===== src/aoad_pkg.sv =====
package aoad_pkg;

   localparam int NUM_AXES          = 3;
   localparam int SMP_W             = 16;
   localparam int DATA_W            = NUM_AXES * SMP_W;
   localparam int SUM_W             = 32;
   localparam int QUO_W             = 16;
   localparam int LEN_W             = 11;
   localparam int WIN_W             = 15;
   localparam int CSR_IDX_W         = 3;
   localparam int CSR_DATA_W        = 15;
   localparam int CAL_WORDS_DEF     = 800;

   localparam logic [LEN_W-1:0] AVG_SAMPLES_RST = LEN_W'(40);
   localparam logic [1:0]       ZPC_STATIONARY  = 2'd2;

   typedef logic signed [SMP_W-1:0] smp_type;
   typedef logic signed [SUM_W-1:0] sum_type;

   typedef enum logic [CSR_IDX_W-1:0] {
      CSR_AVG_SAMPLES = 3'd0,
      CSR_WINDOW_X    = 3'd1,
      CSR_WINDOW_Y    = 3'd2,
      CSR_WINDOW_Z    = 3'd3,
      CSR_RECALIB_EN  = 3'd4
   } csr_idx_type;

   typedef enum logic [2:0] {
      ST_IDLE,
      ST_ACC,
      ST_PDIV,
      ST_EMIT,
      ST_RDEC,
      ST_RDIV
   } state_type;

   // control from the sequencer to the bit-serial accumulator
   typedef struct packed {
      logic start;
      logic per_en;
      logic rec_en;
      logic clr_per;
      logic clr_rec;
   } acc_ctrl_type;

endpackage


===== src/accel_offset_average_deadband_core.sv =====
// Accelerometer offset removal, period averaging and deadband. Each input word is one
// signed x/y/z sample. The first CAL_WORDS words after reset only set the per-axis
// offsets (mean, truncated toward zero) and give no output. After that every word adds
// sample minus offset into per-axis period sums, and at the end of each averaging period
// one output word carries the truncated means, zeroed below each axis window and saturated
// to 16 bits, with tuser set once two periods in a row came out all zero. While that
// flag is set and recalib_enable is 1, raw samples are averaged over CAL_WORDS words
// and each offset moves halfway toward that mean. Sums are added one bit per cycle
// through 32-bit shift registers and divided by one shared radix-2 divider, one
// quotient bit per cycle. A word that closes a period also runs three divisions and
// the output load, and one more accumulation pass when it is also summed for
// recalibration; a word that closes a calibration run also runs the three offset
// divisions. The output register lets the next word in while a result waits; only a
// new result stalls on a full output register.
module accel_offset_average_deadband_core import aoad_pkg::*; #(
   parameter int CAL_WORDS = CAL_WORDS_DEF
) (
   input  logic                  clock,
   input  logic                  reset,
   // req_tdata: sample_x, sample_y, sample_z
   input  logic                  req_tvalid,
   output logic                  req_tready,
   input  logic [DATA_W-1:0]     req_tdata,
   // rsp_tdata: avg_x, avg_y, avg_z
   output logic                  rsp_tvalid,
   input  logic                  rsp_tready,
   output logic [DATA_W-1:0]     rsp_tdata,
   // rsp_tuser: stationary
   output logic                  rsp_tuser,
   input  logic                  csr_we,
   input  logic [CSR_IDX_W-1:0]  csr_index,
   input  logic [CSR_DATA_W-1:0] csr_wdata
);

   localparam int RC_W  = $clog2(CAL_WORDS + 1);
   localparam int DIV_W = (RC_W > LEN_W) ? RC_W : LEN_W;

   localparam logic [QUO_W-1:0] POS_LIM = QUO_W'(16'h7FFF);
   localparam logic [QUO_W-1:0] NEG_LIM = QUO_W'(16'h8000);
   localparam smp_type SMP_MAX = 16'sh7FFF;
   localparam smp_type SMP_MIN = 16'sh8000;

   function automatic smp_type sat_avg(input logic o, input logic n,
                                       input logic [QUO_W-1:0] q);
      smp_type res;
      if (o) begin
         res = n ? SMP_MIN : SMP_MAX;
      end else if (n) begin
         res = (q > NEG_LIM) ? SMP_MIN : smp_type'(~q + 1'b1);
      end else begin
         res = (q > POS_LIM) ? SMP_MAX : smp_type'(q);
      end
      return res;
   endfunction

   // configuration
   logic [LEN_W-1:0] avg_samples_ff, avg_samples_in;
   logic [WIN_W-1:0] win_ff [NUM_AXES];
   logic [WIN_W-1:0] win_in [NUM_AXES];
   logic             recal_en_ff, recal_en_in;

   // control
   state_type        state_ff, state_in;
   logic [1:0]       axis_ff, axis_in;
   logic             div_run_ff, div_run_in;
   logic             init_cal_ff, init_cal_in;
   logic             init_item_ff, init_item_in;
   logic             per_end_ff, per_end_in;
   logic             rec_done_ff, rec_done_in;
   logic [LEN_W-1:0] pcount_ff, pcount_in;
   logic [RC_W-1:0]  rcount_ff, rcount_in;
   logic [1:0]       zpc_ff, zpc_in;
   logic             allz_ff, allz_in;
   logic             rsp_tvalid_ff, rsp_tvalid_in;
   smp_type          offset_ff [NUM_AXES];
   smp_type          offset_in [NUM_AXES];

   // payload
   smp_type          smp_ff [NUM_AXES];
   smp_type          smp_in [NUM_AXES];
   smp_type          avg_ff [NUM_AXES];
   smp_type          avg_in [NUM_AXES];
   logic [DATA_W-1:0] rsp_data_ff, rsp_data_in;
   logic             rsp_stat_ff, rsp_stat_in;

   // datapath links
   acc_ctrl_type     acc_ctrl;
   smp_type          acc_sample [NUM_AXES];
   logic             acc_done;
   sum_type          psum [NUM_AXES];
   sum_type          rsum [NUM_AXES];
   logic             div_start;
   sum_type          div_dividend;
   logic [DIV_W-1:0] div_divisor;
   logic             div_done;
   logic [QUO_W-1:0] div_quo;
   logic             div_neg;
   logic             div_ovf;

   logic             accept;
   logic             rsp_free;
   logic [LEN_W-1:0] len;
   logic [LEN_W-1:0] pcount_nx;
   logic [RC_W-1:0]  rcount_nx;
   logic [1:0]       zpc_nx;
   logic             per_end_now;
   logic             rec_now;
   logic             keep;
   smp_type          avg_val;
   logic signed [QUO_W:0]   r_val;
   logic signed [SMP_W+1:0] ofs_sum;
   logic signed [SMP_W+1:0] ofs_adj;

   assign req_tready = state_ff == ST_IDLE;
   assign accept     = req_tvalid && req_tready;
   assign rsp_free   = !rsp_tvalid_ff || rsp_tready;
   assign rsp_tvalid = rsp_tvalid_ff;
   assign rsp_tdata  = rsp_data_ff;
   assign rsp_tuser  = rsp_stat_ff;

   assign len         = (avg_samples_ff == '0) ? LEN_W'(1) : avg_samples_ff;
   assign pcount_nx   = pcount_ff + 1'b1;
   assign rcount_nx   = rcount_ff + 1'b1;
   assign per_end_now = !init_cal_ff && (pcount_nx == len);
   assign rec_now     = init_cal_ff ||
                        (!per_end_now && recal_en_ff && (zpc_ff >= ZPC_STATIONARY));

   always_comb begin
      for (int j = 0; j < NUM_AXES; j++) begin
         smp_in[j]     = accept ? req_tdata[j*SMP_W +: SMP_W] : smp_ff[j];
         // the first pass loads straight from the port, a later pass from the held word
         acc_sample[j] = (state_ff == ST_IDLE) ? req_tdata[j*SMP_W +: SMP_W] : smp_ff[j];
      end
   end

   aoad_serial_acc u_acc (
      .clock  (clock),
      .reset  (reset),
      .ctrl   (acc_ctrl),
      .sample (acc_sample),
      .offset (offset_ff),
      .done   (acc_done),
      .psum   (psum),
      .rsum   (rsum)
   );

   assign div_start    = ((state_ff == ST_PDIV) || (state_ff == ST_RDIV)) && !div_run_ff;
   assign div_dividend = (state_ff == ST_PDIV) ? psum[axis_ff] : rsum[axis_ff];
   assign div_divisor  = (state_ff == ST_PDIV) ? DIV_W'(len) : DIV_W'(CAL_WORDS);

   aoad_divider #(
      .DIV_W (DIV_W)
   ) u_div (
      .clock    (clock),
      .reset    (reset),
      .start    (div_start),
      .dividend (div_dividend),
      .divisor  (div_divisor),
      .done     (div_done),
      .quo      (div_quo),
      .neg      (div_neg),
      .ovf      (div_ovf)
   );

   always_comb begin
      keep    = div_ovf || (div_quo >= QUO_W'(win_ff[axis_ff]));
      avg_val = keep ? sat_avg(div_ovf, div_neg, div_quo) : '0;
      r_val   = div_neg ? -$signed({1'b0, div_quo}) : $signed({1'b0, div_quo});
      ofs_sum = (SMP_W+2)'(offset_ff[axis_ff]) + (SMP_W+2)'(r_val);
      // halve toward zero
      ofs_adj = ofs_sum + (SMP_W+2)'(ofs_sum[SMP_W+1]);
      if (!allz_ff) begin
         zpc_nx = '0;
      end else if (zpc_ff < ZPC_STATIONARY) begin
         zpc_nx = zpc_ff + 1'b1;
      end else begin
         zpc_nx = zpc_ff;
      end
   end

   // configuration writes
   always_comb begin
      avg_samples_in = avg_samples_ff;
      win_in         = win_ff;
      recal_en_in    = recal_en_ff;
      if (csr_we) begin
         unique case (csr_idx_type'(csr_index))
            CSR_AVG_SAMPLES: avg_samples_in = csr_wdata[LEN_W-1:0];
            CSR_WINDOW_X:    win_in[0]      = csr_wdata[WIN_W-1:0];
            CSR_WINDOW_Y:    win_in[1]      = csr_wdata[WIN_W-1:0];
            CSR_WINDOW_Z:    win_in[2]      = csr_wdata[WIN_W-1:0];
            CSR_RECALIB_EN:  recal_en_in    = csr_wdata[0];
            default:         ;
         endcase
      end
   end

   // sequencer
   always_comb begin
      state_in      = state_ff;
      axis_in       = axis_ff;
      init_cal_in   = init_cal_ff;
      init_item_in  = init_item_ff;
      per_end_in    = per_end_ff;
      rec_done_in   = rec_done_ff;
      pcount_in     = pcount_ff;
      rcount_in     = rcount_ff;
      zpc_in        = zpc_ff;
      allz_in       = allz_ff;
      offset_in     = offset_ff;
      avg_in        = avg_ff;
      rsp_tvalid_in = rsp_tvalid_ff && !rsp_tready;
      rsp_data_in   = rsp_data_ff;
      rsp_stat_in   = rsp_stat_ff;
      acc_ctrl      = '0;
      div_run_in    = div_start ? 1'b1 : (div_done ? 1'b0 : div_run_ff);

      unique case (state_ff)
         ST_IDLE: begin
            if (req_tvalid) begin
               acc_ctrl.start  = 1'b1;
               acc_ctrl.per_en = !init_cal_ff;
               acc_ctrl.rec_en = rec_now;
               init_item_in    = init_cal_ff;
               per_end_in      = per_end_now;
               rec_done_in     = rec_now;
               if (!init_cal_ff) begin
                  pcount_in = per_end_now ? '0 : pcount_nx;
               end
               state_in = ST_ACC;
            end
         end
         ST_ACC: begin
            if (acc_done) begin
               axis_in  = '0;
               allz_in  = 1'b1;
               state_in = per_end_ff ? ST_PDIV : ST_RDEC;
            end
         end
         ST_PDIV: begin
            if (div_done) begin
               avg_in[axis_ff] = avg_val;
               if (keep) begin
                  allz_in = 1'b0;
               end
               if (axis_ff == 2'(NUM_AXES - 1)) begin
                  state_in = ST_EMIT;
               end else begin
                  axis_in = axis_ff + 1'b1;
               end
            end
         end
         ST_EMIT: begin
            if (rsp_free) begin
               rsp_tvalid_in    = 1'b1;
               rsp_data_in      = {avg_ff[2], avg_ff[1], avg_ff[0]};
               rsp_stat_in      = zpc_nx >= ZPC_STATIONARY;
               zpc_in           = zpc_nx;
               acc_ctrl.clr_per = 1'b1;
               per_end_in       = 1'b0;
               state_in         = ST_RDEC;
            end
         end
         ST_RDEC: begin
            if (rec_done_ff) begin
               rcount_in = rcount_nx;
               if (rcount_nx == RC_W'(CAL_WORDS)) begin
                  axis_in  = '0;
                  state_in = ST_RDIV;
               end else begin
                  state_in = ST_IDLE;
               end
            end else if (recal_en_ff && (zpc_ff >= ZPC_STATIONARY)) begin
               // period just closed into the stationary state: sum this word too
               acc_ctrl.start  = 1'b1;
               acc_ctrl.rec_en = 1'b1;
               rec_done_in     = 1'b1;
               state_in        = ST_ACC;
            end else begin
               if (recal_en_ff) begin
                  acc_ctrl.clr_rec = 1'b1;
                  rcount_in        = '0;
               end
               state_in = ST_IDLE;
            end
         end
         ST_RDIV: begin
            if (div_done) begin
               offset_in[axis_ff] = init_item_ff ? smp_type'(r_val[SMP_W-1:0])
                                                 : smp_type'(ofs_adj[SMP_W:1]);
               if (axis_ff == 2'(NUM_AXES - 1)) begin
                  acc_ctrl.clr_rec = 1'b1;
                  rcount_in        = '0;
                  init_cal_in      = 1'b0;
                  state_in         = ST_IDLE;
               end else begin
                  axis_in = axis_ff + 1'b1;
               end
            end
         end
         default: state_in = ST_IDLE;
      endcase
   end

   always_ff @(posedge clock) begin
      if (reset) begin
         state_ff       <= ST_IDLE;
         axis_ff        <= '0;
         div_run_ff     <= 1'b0;
         init_cal_ff    <= 1'b1;
         init_item_ff   <= 1'b0;
         per_end_ff     <= 1'b0;
         rec_done_ff    <= 1'b0;
         pcount_ff      <= '0;
         rcount_ff      <= '0;
         zpc_ff         <= '0;
         allz_ff        <= 1'b0;
         rsp_tvalid_ff  <= 1'b0;
         avg_samples_ff <= AVG_SAMPLES_RST;
         recal_en_ff    <= 1'b1;
         for (int j = 0; j < NUM_AXES; j++) begin
            offset_ff[j] <= '0;
            win_ff[j]    <= '0;
         end
      end else begin
         state_ff       <= state_in;
         axis_ff        <= axis_in;
         div_run_ff     <= div_run_in;
         init_cal_ff    <= init_cal_in;
         init_item_ff   <= init_item_in;
         per_end_ff     <= per_end_in;
         rec_done_ff    <= rec_done_in;
         pcount_ff      <= pcount_in;
         rcount_ff      <= rcount_in;
         zpc_ff         <= zpc_in;
         allz_ff        <= allz_in;
         rsp_tvalid_ff  <= rsp_tvalid_in;
         avg_samples_ff <= avg_samples_in;
         recal_en_ff    <= recal_en_in;
         offset_ff      <= offset_in;
         win_ff         <= win_in;
      end
   end

   always_ff @(posedge clock) begin
      smp_ff      <= smp_in;
      avg_ff      <= avg_in;
      rsp_data_ff <= rsp_data_in;
      rsp_stat_ff <= rsp_stat_in;
   end

   // the shared divider only runs inside the two division phases
   a_div_phase: assert property (@(posedge clock) disable iff (reset)
      div_run_ff |-> ((state_ff == ST_PDIV) || (state_ff == ST_RDIV)))
      else $error("divider running outside a division phase");

   // the calibration count closes exactly at CAL_WORDS
   a_rcount_range: assert property (@(posedge clock) disable iff (reset)
      rcount_ff <= RC_W'(CAL_WORDS))
      else $error("recalibration count past its limit");

   // no result is produced for a word of the initial calibration
   a_no_emit_calib: assert property (@(posedge clock) disable iff (reset)
      (state_ff == ST_EMIT) |-> (!init_item_ff && !init_cal_ff))
      else $error("result during initial calibration");

   // a fresh result is only loaded when the output register frees up
   a_rsp_load: assert property (@(posedge clock) disable iff (reset)
      (rsp_tvalid_ff && !rsp_tready) |=> (rsp_tvalid_ff && $stable(rsp_data_ff)))
      else $error("pending output word overwritten");

endmodule


===== src/aoad_serial_acc.sv =====
module aoad_serial_acc import aoad_pkg::*; (
   input  logic         clock,
   input  logic         reset,
   input  acc_ctrl_type ctrl,
   input  smp_type      sample [NUM_AXES],
   input  smp_type      offset [NUM_AXES],
   output logic         done,
   output sum_type      psum [NUM_AXES],
   output sum_type      rsum [NUM_AXES]
);

   localparam int CNT_W = $clog2(SUM_W);

   logic             busy_ff, busy_in;
   logic [CNT_W-1:0] cnt_ff, cnt_in;
   logic             per_en_ff, per_en_in;
   logic             rec_en_ff, rec_en_in;

   assign done = busy_ff && (cnt_ff == CNT_W'(SUM_W - 1));

   always_comb begin
      busy_in   = busy_ff;
      cnt_in    = cnt_ff;
      per_en_in = per_en_ff;
      rec_en_in = rec_en_ff;
      if (ctrl.start) begin
         busy_in   = 1'b1;
         cnt_in    = '0;
         per_en_in = ctrl.per_en;
         rec_en_in = ctrl.rec_en;
      end else if (busy_ff) begin
         cnt_in = cnt_ff + 1'b1;
         if (done) begin
            busy_in = 1'b0;
         end
      end
   end

   always_ff @(posedge clock) begin
      if (reset) begin
         busy_ff   <= 1'b0;
         cnt_ff    <= '0;
         per_en_ff <= 1'b0;
         rec_en_ff <= 1'b0;
      end else begin
         busy_ff   <= busy_in;
         cnt_ff    <= cnt_in;
         per_en_ff <= per_en_in;
         rec_en_ff <= rec_en_in;
      end
   end

   // one lane per axis; sums rotate LSB first and are back in place after a full pass
   for (genvar j = 0; j < NUM_AXES; j++) begin : g_lane
      smp_type    smp_ff, smp_in;
      smp_type    ofs_ff, ofs_in;
      logic [1:0] pc_ff, pc_in;
      logic       rc_ff, rc_in;
      sum_type    psum_ff, psum_in;
      sum_type    rsum_ff, rsum_in;
      logic [2:0] ptot;
      logic [1:0] rtot;

      always_comb begin
         // period: sum + sample + ~offset + 1 (carry preset to one)
         ptot    = 3'(psum_ff[0]) + 3'(smp_ff[0]) + 3'(ofs_ff[0]) + 3'(pc_ff);
         rtot    = 2'(rsum_ff[0]) + 2'(smp_ff[0]) + 2'(rc_ff);
         smp_in  = smp_ff;
         ofs_in  = ofs_ff;
         pc_in   = pc_ff;
         rc_in   = rc_ff;
         psum_in = psum_ff;
         rsum_in = rsum_ff;
         if (ctrl.start) begin
            smp_in = sample[j];
            ofs_in = ~offset[j];
            pc_in  = 2'd1;
            rc_in  = 1'b0;
         end else if (busy_ff) begin
            smp_in  = {smp_ff[SMP_W-1], smp_ff[SMP_W-1:1]};
            ofs_in  = {ofs_ff[SMP_W-1], ofs_ff[SMP_W-1:1]};
            pc_in   = ptot[2:1];
            rc_in   = rtot[1];
            psum_in = {(per_en_ff ? ptot[0] : psum_ff[0]), psum_ff[SUM_W-1:1]};
            rsum_in = {(rec_en_ff ? rtot[0] : rsum_ff[0]), rsum_ff[SUM_W-1:1]};
         end
         if (ctrl.clr_per) begin
            psum_in = '0;
         end
         if (ctrl.clr_rec) begin
            rsum_in = '0;
         end
      end

      always_ff @(posedge clock) begin
         if (reset) begin
            psum_ff <= '0;
            rsum_ff <= '0;
         end else begin
            psum_ff <= psum_in;
            rsum_ff <= rsum_in;
         end
      end

      always_ff @(posedge clock) begin
         smp_ff <= smp_in;
         ofs_ff <= ofs_in;
         pc_ff  <= pc_in;
         rc_ff  <= rc_in;
      end

      assign psum[j] = psum_ff;
      assign rsum[j] = rsum_ff;
   end

endmodule


===== src/aoad_divider.sv =====
module aoad_divider import aoad_pkg::*; #(
   parameter int DIV_W = LEN_W
) (
   input  logic             clock,
   input  logic             reset,
   input  logic             start,
   input  sum_type          dividend,
   input  logic [DIV_W-1:0] divisor,
   output logic             done,
   output logic [QUO_W-1:0] quo,
   output logic             neg,
   output logic             ovf
);

   localparam int CNT_W = $clog2(QUO_W);
   localparam int CMP_W = (DIV_W > QUO_W) ? DIV_W : QUO_W;

   logic             run_ff, run_in;
   logic             done_ff, done_in;
   logic [CNT_W-1:0] cnt_ff, cnt_in;
   logic [DIV_W-1:0] rem_ff, rem_in;
   logic [QUO_W-1:0] quo_ff, quo_in;
   logic             neg_ff, neg_in;
   logic             ovf_ff, ovf_in;

   logic [SUM_W-1:0] mag;
   logic [CMP_W-1:0] hi_ext;
   logic [DIV_W:0]   trial;
   logic [DIV_W:0]   diff;
   logic             fits;
   logic             last;

   always_comb begin
      mag    = dividend[SUM_W-1] ? (~dividend + 1'b1) : dividend;
      hi_ext = CMP_W'(mag[SUM_W-1:QUO_W]);
      trial  = {rem_ff, quo_ff[QUO_W-1]};
      diff   = trial - {1'b0, divisor};
      fits   = trial >= {1'b0, divisor};
      last   = cnt_ff == CNT_W'(QUO_W - 1);

      run_in  = run_ff;
      done_in = 1'b0;
      cnt_in  = cnt_ff;
      rem_in  = rem_ff;
      quo_in  = quo_ff;
      neg_in  = neg_ff;
      ovf_in  = ovf_ff;
      if (start) begin
         // quotient only fits QUO_W bits when the high part is below the divisor
         run_in = 1'b1;
         cnt_in = '0;
         neg_in = dividend[SUM_W-1];
         ovf_in = hi_ext >= CMP_W'(divisor);
         rem_in = hi_ext[DIV_W-1:0];
         quo_in = mag[QUO_W-1:0];
      end else if (run_ff) begin
         rem_in = fits ? diff[DIV_W-1:0] : trial[DIV_W-1:0];
         quo_in = {quo_ff[QUO_W-2:0], fits};
         cnt_in = cnt_ff + 1'b1;
         if (last) begin
            run_in  = 1'b0;
            done_in = 1'b1;
         end
      end
   end

   always_ff @(posedge clock) begin
      if (reset) begin
         run_ff  <= 1'b0;
         done_ff <= 1'b0;
         cnt_ff  <= '0;
      end else begin
         run_ff  <= run_in;
         done_ff <= done_in;
         cnt_ff  <= cnt_in;
      end
   end

   always_ff @(posedge clock) begin
      rem_ff <= rem_in;
      quo_ff <= quo_in;
      neg_ff <= neg_in;
      ovf_ff <= ovf_in;
   end

   assign done = done_ff;
   assign quo  = quo_ff;
   assign neg  = neg_ff;
   assign ovf  = ovf_ff;

endmodule

===== config.mk =====
export PLATFORM = sky130hd
export DESIGN_NAME = accel_offset_average_deadband_core
export DESIGN_NICKNAME = d
export VERILOG_FILES = /design/src/aoad_pkg.sv /design/src/accel_offset_average_deadband_core.sv /design/src/aoad_serial_acc.sv /design/src/aoad_divider.sv
export SDC_FILE = /design/constraint.sdc
export NUM_CORES = 1
export LEC_CHECK = 0
export BUFFER_PORTS_ARGS = -buffer_cell sky130_fd_sc_hd__buf_2
export CAP_MARGIN = 20
export CORE_MARGIN = 10
export CORE_UTILIZATION = 62
export CTS_CLUSTER_SIZE = 16
export DETAILED_ROUTE_END_ITERATION = 6
export GPL_ROUTABILITY_DRIVEN = 0
export PLACE_DENSITY = 0.8
export SKIP_CTS_REPAIR_TIMING = 1
export SLEW_MARGIN = 40
export SYNTH_ARGS = -nofsm -noshare
export SYNTH_HDL_FRONTEND = slang
export SYNTH_SLANG_ARGS = --single-unit

===== constraint.sdc =====
create_clock -name clock -period 5.88 [get_ports clock]
set_input_delay 1.176 -clock clock [delete_from_list [all_inputs] [get_ports clock]]
set_output_delay 1.176 -clock clock [all_outputs]
set_load 0.01 [all_outputs]

==> results by group <==
Clock network
  – CTS HTree Levels: 3
  – CTS max path bufs: 3
  – Root Buffer Master: clkbuf_16
  – Number of buffers created by CTS: 66
  – Reg clk slew, reported paths: 60 ps
  – Clk_lat worst skew: 600 ps
  – Clock Sink Count: 625
  – CTS tree: yes

Detailed routing
  – DR DRC count: 0
  – DRT Pass-1 Iters: 7
  – Via count: 23200
  – Iteration-0 DRC Markers: 2196
  – Antenna-violating nets left: 0
  – Final wirelength: 72400 µm
  – WL/cell: 19.0 µm
  – Via/cell ratio: 6.09

Timing
  – Clock Skew: 19.4 ps
  – Worst hold slack: 417 ps
  – Max-Slew Margin vs Limit: 41.7%
  – Highest achievable clock rate: 180 MHz
  – Max-slew violation count: 0
  – Unrepaired setup endpoints after global routing: false
  – Final setup viols: 0
  – Ratio of final minimum period to clock period: 94.7%
  – Slew @ Worst Pin: 875 ps
  – Final hold viol count: 0
  – Setup TNS: 0 ps
  – Fin worst setup slack: 310 ps
  – Tmin final: 5570 ps

Synthesis
  – Seq/Total Area, Yosys: 51.4%
  – Synth Register Bits: 625
  – Synthesized Nets: 3288
  – Mux cell area share after synthesis: 6.74%
  – Main combinational cell family by area after synthesis: simple AND/OR/NAND/NOR gates
  – XOR/XNOR share of the synthesized area: 2.98%
  – Post-Syn Area: 0.0296 mm²
  – Synthesis Warnings: 0
  – Synth Area in Compound Gates: 14.5%
  – Synth unique cells: 81
  – Post-Synth Simple-Gate Area: 16.7%
  – Gate Count Post-Synth: 3126
  – Number of synthesized flops with an enable pin: 270
  – Post-synthesis async set-or-reset flop share: 0%
  – Synth Area in Adders: 4.28%
  – Mean Syn Cell Area: 9.46 µm²
  – Dominant synthesized flop cell: dfxtp_1

Pwr
  – Tot Pwr: 11.6 mW
  – Worst VDD drop: 0.000307 V
  – Leakage: 11.8 nW
  – Power per cell area: 354 mW/mm²

Floorplan
  – Core ar.: 0.0469 mm²
  – DIE AREA: 0.0568 mm²
  – Site Rows: 79
  – Die Height: 238 µm
  – Io pins: 122
  – Die X: 238 µm
  – Initial Util: 63.1%

Final layout
  – Final nets: 3318
  – Layout cell share with drive strength beyond 1: 10.4%
  – Total area of sequential cells: 0.0152 mm²
  – Area growth syn-to-layout: 11.1%
  – Fill cell count: 3441
  – Area of the multi-input gates: 0.0135 mm²
  – Cell Count, Final, Fillers Out: 3816

Global routing
  – GRT Max-Usage Layer: met2
  – Largest net degree at the start of global routing: 196
  – Antenna violations before repair: 1
  – Total GRT Usage: 24.9%
  – GRT met1 Usage: 31.6%
  – Global-route wire length before repair: 117000 µm
  – Met2 global-route usage: 41.4%
  – Vias in the first global route: 22700
  – Met3 Use GR: 4.94%
  – Gr ovfl total: 0

Critical path
  – CP max-delay cell: edfxtp_1
  – Reg2Reg Depth: 17
  – Critical R2R Launch: u_div.quo[2]$_DFFE_PP_
  – Crit path depth: 17
  – Max stage delay on crit path: 520 ps
  – Startpoint Class: flip-flop
  – R2R setup slack: 310 ps
  – Nature of the critical path endpoint: flip-flop
  – Crit path from: u_div.quo[2]$_DFFE_PP_
  – Critical path peak fanout: 9
  – Worst Path Arrival: 6050 ps
  – Cell chain of the critical path: nor3_1 -> nand3_1 -> or3_1 -> or3_1 -> o31ai_1 -> xnor2_1 -> ha_1 -> and4_1 -> a2111oi_0 -> a2111oi_1 -> buf_4 -> o2111ai_1 -> or2_2 -> nor3_1 -> nor3_1 -> or3_1 -> a31o_2
  – CP Class: reg2reg
  – CP bufs+invs: 1
  – CP delay by family, top: simple AND/OR/NAND/NOR gates
  – Worst endpoint required time: 6360 ps

Hold path
  – Hold Crit Class: reg2reg
  – Hold_sp: avg_ff[41]$_DFFE_PP_
  – Hold depth: 0

Flow run
  – Maximum Capacitance Violations: 0

Placed design
  – Port buffer count: 121
  – Placed Cells: 3693
  – Pre-CTS setup slack: 300 ps
  – Dpl hpwl: 48600 µm

Status
  – Status: complete, no violations
routing by layer:
| metal | up-vias | routed length (µm) | share of wire (%) |
|---|---|---|---|
| met5 | - | 0 | 0 |
| met4 | 0 | 2420 | 3.3 |
| met3 | 165 | 5820 | 8.0 |
| met2 | 873 | 34500 | 48 |
| met1 | 11100 | 29600 | 41 |
| li1 | 11100 | - | - |
report_power, final:
| group | internal (mW) | switching, mW | total (mW) |
|---|---|---|---|
| Clock | 2.51 | 1.69 | 4.20 |
| Combinational | 0.666 | 1.42 | 2.08 |
| Sequential | 5.14 | 0.201 | 5.34 |
| Total | 8.32 | 3.31 | 11.6 |
sequential cells by signal, indices dropped and copies added, names as in the netlist, 4 cells and up:
name and count:
u_acc.g_lane.smp_ff 48, offset_ff 48, u_acc.g_lane.ofs_ff 48, u_acc.g_lane.pc_ff 6, u_acc.g_lane.rsum_ff 96, u_div.rem_ff 11, pcount_ff 11, rcount_ff 10
u_div.cnt_ff 4, win_ff 45, avg_samples_ff 11, avg_ff 48, smp_ff 48, u_acc.cnt_ff 5, u_div.quo 16, rsp_tdata 48
u_acc.g_lane.psum_ff 96
synth_stat cells (all sizes together) (4+ instances only):
cell,number,area [µm²]
nor4,18,149
nor2,209,785
o21ai,139,696
nand4,11,75.1
xnor2,65,569
o22ai,15,93.8
dfxtp,355,7110
nor2b,21,131
o2bb2ai,25,231
ha,74,926
nor3,42,210
or3,19,124
a22oi,7,52.6
nand2,710,2670
a31oi,9,56.3
mux4,31,698
nand3b,6,45.0
o21a,14,105
inv,54,203
buf,23,118
fa,17,340
o31ai,12,90.1
o41ai,7,61.3
edfxtp,270,8110
clkbuf,177,664
xor2,33,289
a21o,16,120
nand2b,12,75.1
and3,21,131
and2,13,81.3
o211ai,14,105
a21oi,399,2000
a211oi,42,315
a221oi,4,35.0
mux2i,126,1260
or2,9,56.3
nand3,37,190
nor3b,17,128
layout make-up:
type                    instances  share of cell area [%]
clock inverters                27                   0.804
inverters                      55                   0.636
multi-input cells            2246                    41.0
clock buffers                  93                    5.87
repair buffers                162                    3.02
well taps                     607                    2.31
flip-flops and latches        625                    46.3
diodes                          1                 0.00762
layout by cell type (no fill, tap or decap), types with 15 or more instances in the layout:
cell type  netlist  final
and3_1          21     19
dfxtp_1        355    353
a211oi_1        42     41
nor3_1          42     41
nor2_1         209    204
buf_4            1     34
nand3_1         36     36
xnor2_1         65     65
a21o_1          16     16
or3_1           18     18
clkbuf_16        0     70
nand2_1        710    709
xor2_1          33     33
fa_1            17     17
ha_1            74     74
nor2b_1         21     21
buf_2            4    120
edfxtp_1       270    270
mux2i_1        126    126
a21oi_1        399    399
o21ai_0        137    137
o2bb2ai_1       23     23
mux4_2          31     31
nor3b_1         17     16
o22ai_1         15     15
inv_1           54     52
cells by family (layout without fill, tap and decap cells):
group                    count (synthesis)  in the layout
flip-flops                             625            625
multiplexers                           160            160
AO/OA/AOI/OAI                          740            740
XOR/XNOR                                99             99
other                                    0              1
adder cells (fa/ha/maj)                 91             91
AND/OR/NAND/NOR                       1156           1156
buffers and inverters                  255            337
path summary, 6_finish.rpt:
path	endpoint
worst max-delay path	offset_ff[14]$_SDFFE_PP0P_
worst min-delay path	rsp_tdata[9]$_DFFE_PP_
worst min register to register	rsp_tdata[9]$_DFFE_PP_
worst max register to register	offset_ff[14]$_SDFFE_PP0P_
through the flow:
| stage | instance area (µm²) | util, % |
|---|---|---|
| 3_5_place_dp | 30600 | 65.3 |
| 4_1_cts | 32800 | 70.0 |
| 2_1_floorplan | 29600 | - |
| 6_report | 32800 | 70.1 |
| 3_3_place_gp | 30500 | 65.2 |
| 5_1_grt | 32800 | 70.1 |
(Power assumes the default switching activity.)
